--- src/rtl/snt_ram.sv ---
`timescale 1ns / 1ps
module snt_ram #(
  parameter int Width = 8,
  parameter int Depth = 16
) (
  input  logic                     clk_i,
  input  logic                     we_i,
  input  logic [$clog2(Depth)-1:0] waddr_i,
  input  logic [Width-1:0]         wdata_i,
  input  logic [$clog2(Depth)-1:0] raddr_i,
  output logic [Width-1:0]         rdata_o
);
  logic [Width-1:0] mem_q [Depth];

  always_ff @(posedge clk_i) begin
    if (we_i) mem_q[waddr_i] <= wdata_i;
    rdata_o <= mem_q[raddr_i];
  end
endmodule

--- config.mk ---
export PLATFORM = sky130hd
export DESIGN_NAME = snt_ram
export DESIGN_NICKNAME = d
export VERILOG_FILES = /design/src/rtl/snt_ram.sv
export SDC_FILE = /design/constraint.sdc
export NUM_CORES = 1
export LEC_CHECK = 0
export BUFFER_PORTS_ARGS = -buffer_cell sky130_fd_sc_hd__buf_2
export CORE_UTILIZATION = 35
export CTS_BUF_LIST = sky130_fd_sc_hd__clkbuf_8
export DETAILED_ROUTE_END_ITERATION = 6
export HOLD_SLACK_MARGIN = 0.08
export PLACE_DENSITY = 0.47
export SYNTH_ARGS = -nofsm -noshare
export SYNTH_HDL_FRONTEND = slang
export SYNTH_SLANG_ARGS = --single-unit
--- constraint.sdc ---
create_clock -name clk_i -period 3.7 [get_ports clk_i]
set_clock_uncertainty 0.15 [all_clocks]
set_input_delay 0.185 -clock clk_i [delete_from_list [all_inputs] [get_ports clk_i]]
set_output_delay 0.185 -clock clk_i [all_outputs]
set_load 0.02 [all_outputs]
==> impl_metrics.yaml <==
layout:
  drive_gt1_share_pct: 26.6
  stdcell_area_mm2: 0.00592
  synthToLayoutAreaGrowth_pct: 15.1
  layout_common_cells: "128 x edfxtp_1, 25 x buf_2, 18 x mux4_2, 18 x clkbuf_8, 16 x a22oi_1"
  fin_nets: 295
  diodes: 0
  fillCellCount: 1257
  register_area_mm2: 0.00400
  multiInputGateArea_mm2: 0.00106
  final_common_cell: "edfxtp_1"
worst_setup_path:
  r2r-start: "mem_q[3][7]$_DFFE_PP_"
  cp-start-kind: "input pin"
  critPathRequiredTime_ns: 3.85
  end_kind: "flip-flop"
  cp_data_arrival_time_ns: 1.91
  critical_path_class: "in -> reg"
  cp_max_fo: 21
  setup.worst_path.start: "raddr_i[0]"
power_and_ir_drop:
  power_switching_w: 0.000627
  pwr_density_cell_mw_per_mm2: 520
  ir_worst_vdd_mv: 0.179
  p_comb_share_pct: 5.5
  swShare_pct: 20.4
  clkPwrFrac_pct: 38.3
  intPower_w: 0.00245
  p_leak_nw: 1.97
  power_frac_seq_pct: 56.2
synthesis:
  ys_seq_area_share_pct: 77.8
  ys_warn_count: 0
  syn_avg_cell_area_um2: 22.5
  synth_seq_cells: 136
  synthCells: 229
  yosys.cell_types.count: 19
  synth_area_mm2: 0.00515
  syn-num-nets: 247
clock_network:
  cts_resized: 0
  cts_buffers: 17
  clock-sinks: 136
  clkTransAtPathRegs_ns: 0.07
  cts_setup_buffers: 0
  htreeDepth: 4
  clk_path_buf_depth: 2
  cts_hold_buf: 8
  clock_latency_ns: 0.43
  root_buffer: "clkbuf_8"
  cts_tree: "done"
floorplanning:
  row_count: 43
  die_w_um: 123
  die_h_um: 123
  dieArea_mm2: 0.0152
  initial_utilization_pct: 36.5
  io-pin-count: 26
  core-area_mm2: 0.0141
timing:
  max-slew-margin-rel_pct: 34.5
  period_share_pct: 47.3
  rsz0062_at_grt: "false"
  worst_slew_pin_slew_ns: 0.978
  setup_viol: 0
  fin_ws_ns: 1.95
  timing.fmax_mhz: 571
  slew_violations: 0
  final.min_clock_period_ns: 1.75
  tns_ns: 0
  hold_violations: 0
global_route:
  antenna_found_initial: 0
  grt_overflow_total: 0
  grt_pass1_wl_um: 15200
  grt_max_degree: 33
  first_global_vias: 2448
  track_usage_pct: 14.9
routing:
  avgViaCountPerCell: 4.99
  wl_per_cell_um: 21.5
  vias: 2347
  drc: 0
  firstDrtPassIters: 4
  drt_iter0_markers: 170
  wl_um: 10100
  ant_nets: 0
placement:
  pre_cts_slack_ns: 1.45
  placed_area_mm2: 0.00546
  hpwl_um: 6380
  gp_congestion: 0.646
  io_buffers: 25
hold_path:
  min_path_type: "in -> reg"
  holdCritStartpoint: "waddr_i[0]"
run:
  max_cap_violations: 0
status:
  outcome: "completed"
## per-layer routing
layer,vias up,track usage (%),routed length [µm]
li1,1064,-,-
met1,1213,20.0,4630
met2,54,23.1,4820
met3,16,4.34,511
met4,0,5.65,152
met5,-,0,0
## power groups by stage
| stage | registers (W) | clock network [W] | logic [W] |
|---|---|---|---|
| 2_1_floorplan | 0.00177 | 0 | 0.0000874 |
| 3_3_place_gp | 0.00176 | 0 | 0.000165 |
| 3_5_place_dp | 0.00176 | 0 | 0.000166 |
| 4_1_cts | 0.00173 | 0.00122 | 0.000173 |
| 5_1_grt | 0.00173 | 0.00128 | 0.000185 |
| 6_report | 0.00173 | 0.00118 | 0.000170 |
## synth_stat cells, drive strengths merged
master	number	area share (%)
or3b	1	0.17
nor2	13	0.95
and2	1	0.12
dfxtp	8	3.1
a22oi	16	2.3
nand3	1	0.097
mux4	32	15
nand2b	2	0.24
nand3b	2	0.29
nor2b	1	0.12
edfxtp	128	75
and2b	1	0.15
nand2	9	0.66
nor3	4	0.39
buf	7	1.1
clkdlybuf4s25	3	0.58
## logic make-up after synthesis
logic type / synth area share, %
simple gates: 3.18
mux: 15.0
buf+inv: 1.68
compound gates: 2.33
flops: 77.8
## worst max-delay path, cell delays in order
cell and delay (ns):
buf_2 0.54, buf_4 0.31, mux4_1 0.56, a22oi_1 0.22
nand2_1 0.07
## through the flow
| step | util (%) | cells | total power, W | hold slack [ns] |
|---|---|---|---|---|
| floorplan | - | 229 | 0.00186 | 0.134 |
| global placement | 38.7 | 430 | 0.00193 | 0.425 |
| detailed placement | 38.7 | 430 | 0.00193 | 0.431 |
| CTS | 42.0 | 470 | 0.00312 | 0.153 |
| global route | 42.0 | 470 | 0.00319 | 0.174 |
| finish | 42.0 | 470 | 0.00308 | 0.176 |
## area by class of cell
class | instances | area share [%]
flip-flops and latches | 136 | 67.6
multi-input cells | 83 | 17.8
repair buffers | 39 | 4.22
clock buffers | 18 | 4.18
well taps | 180 | 3.80
clock inverters | 14 | 2.34
## final timing paths
kind | cells past startpoint | endpoint | slack (ns)
worst max-delay path | 5 | rdata_o[2]$_DFF_P_ | 1.95
worst min-delay path | 3 | mem_q[4][0]$_DFFE_PP_ | 0.18
worst max register to register | 3 | rdata_o[7]$_DFF_P_ | 2.16
worst min register to register | 3 | rdata_o[5]$_DFF_P_ | 0.52
## state kept, by name, summed over array words and instances, names as in the netlist
name     cells
mem_q      128
rdata_o      8
No activity file was read; power rests on OpenSTA's default activity.
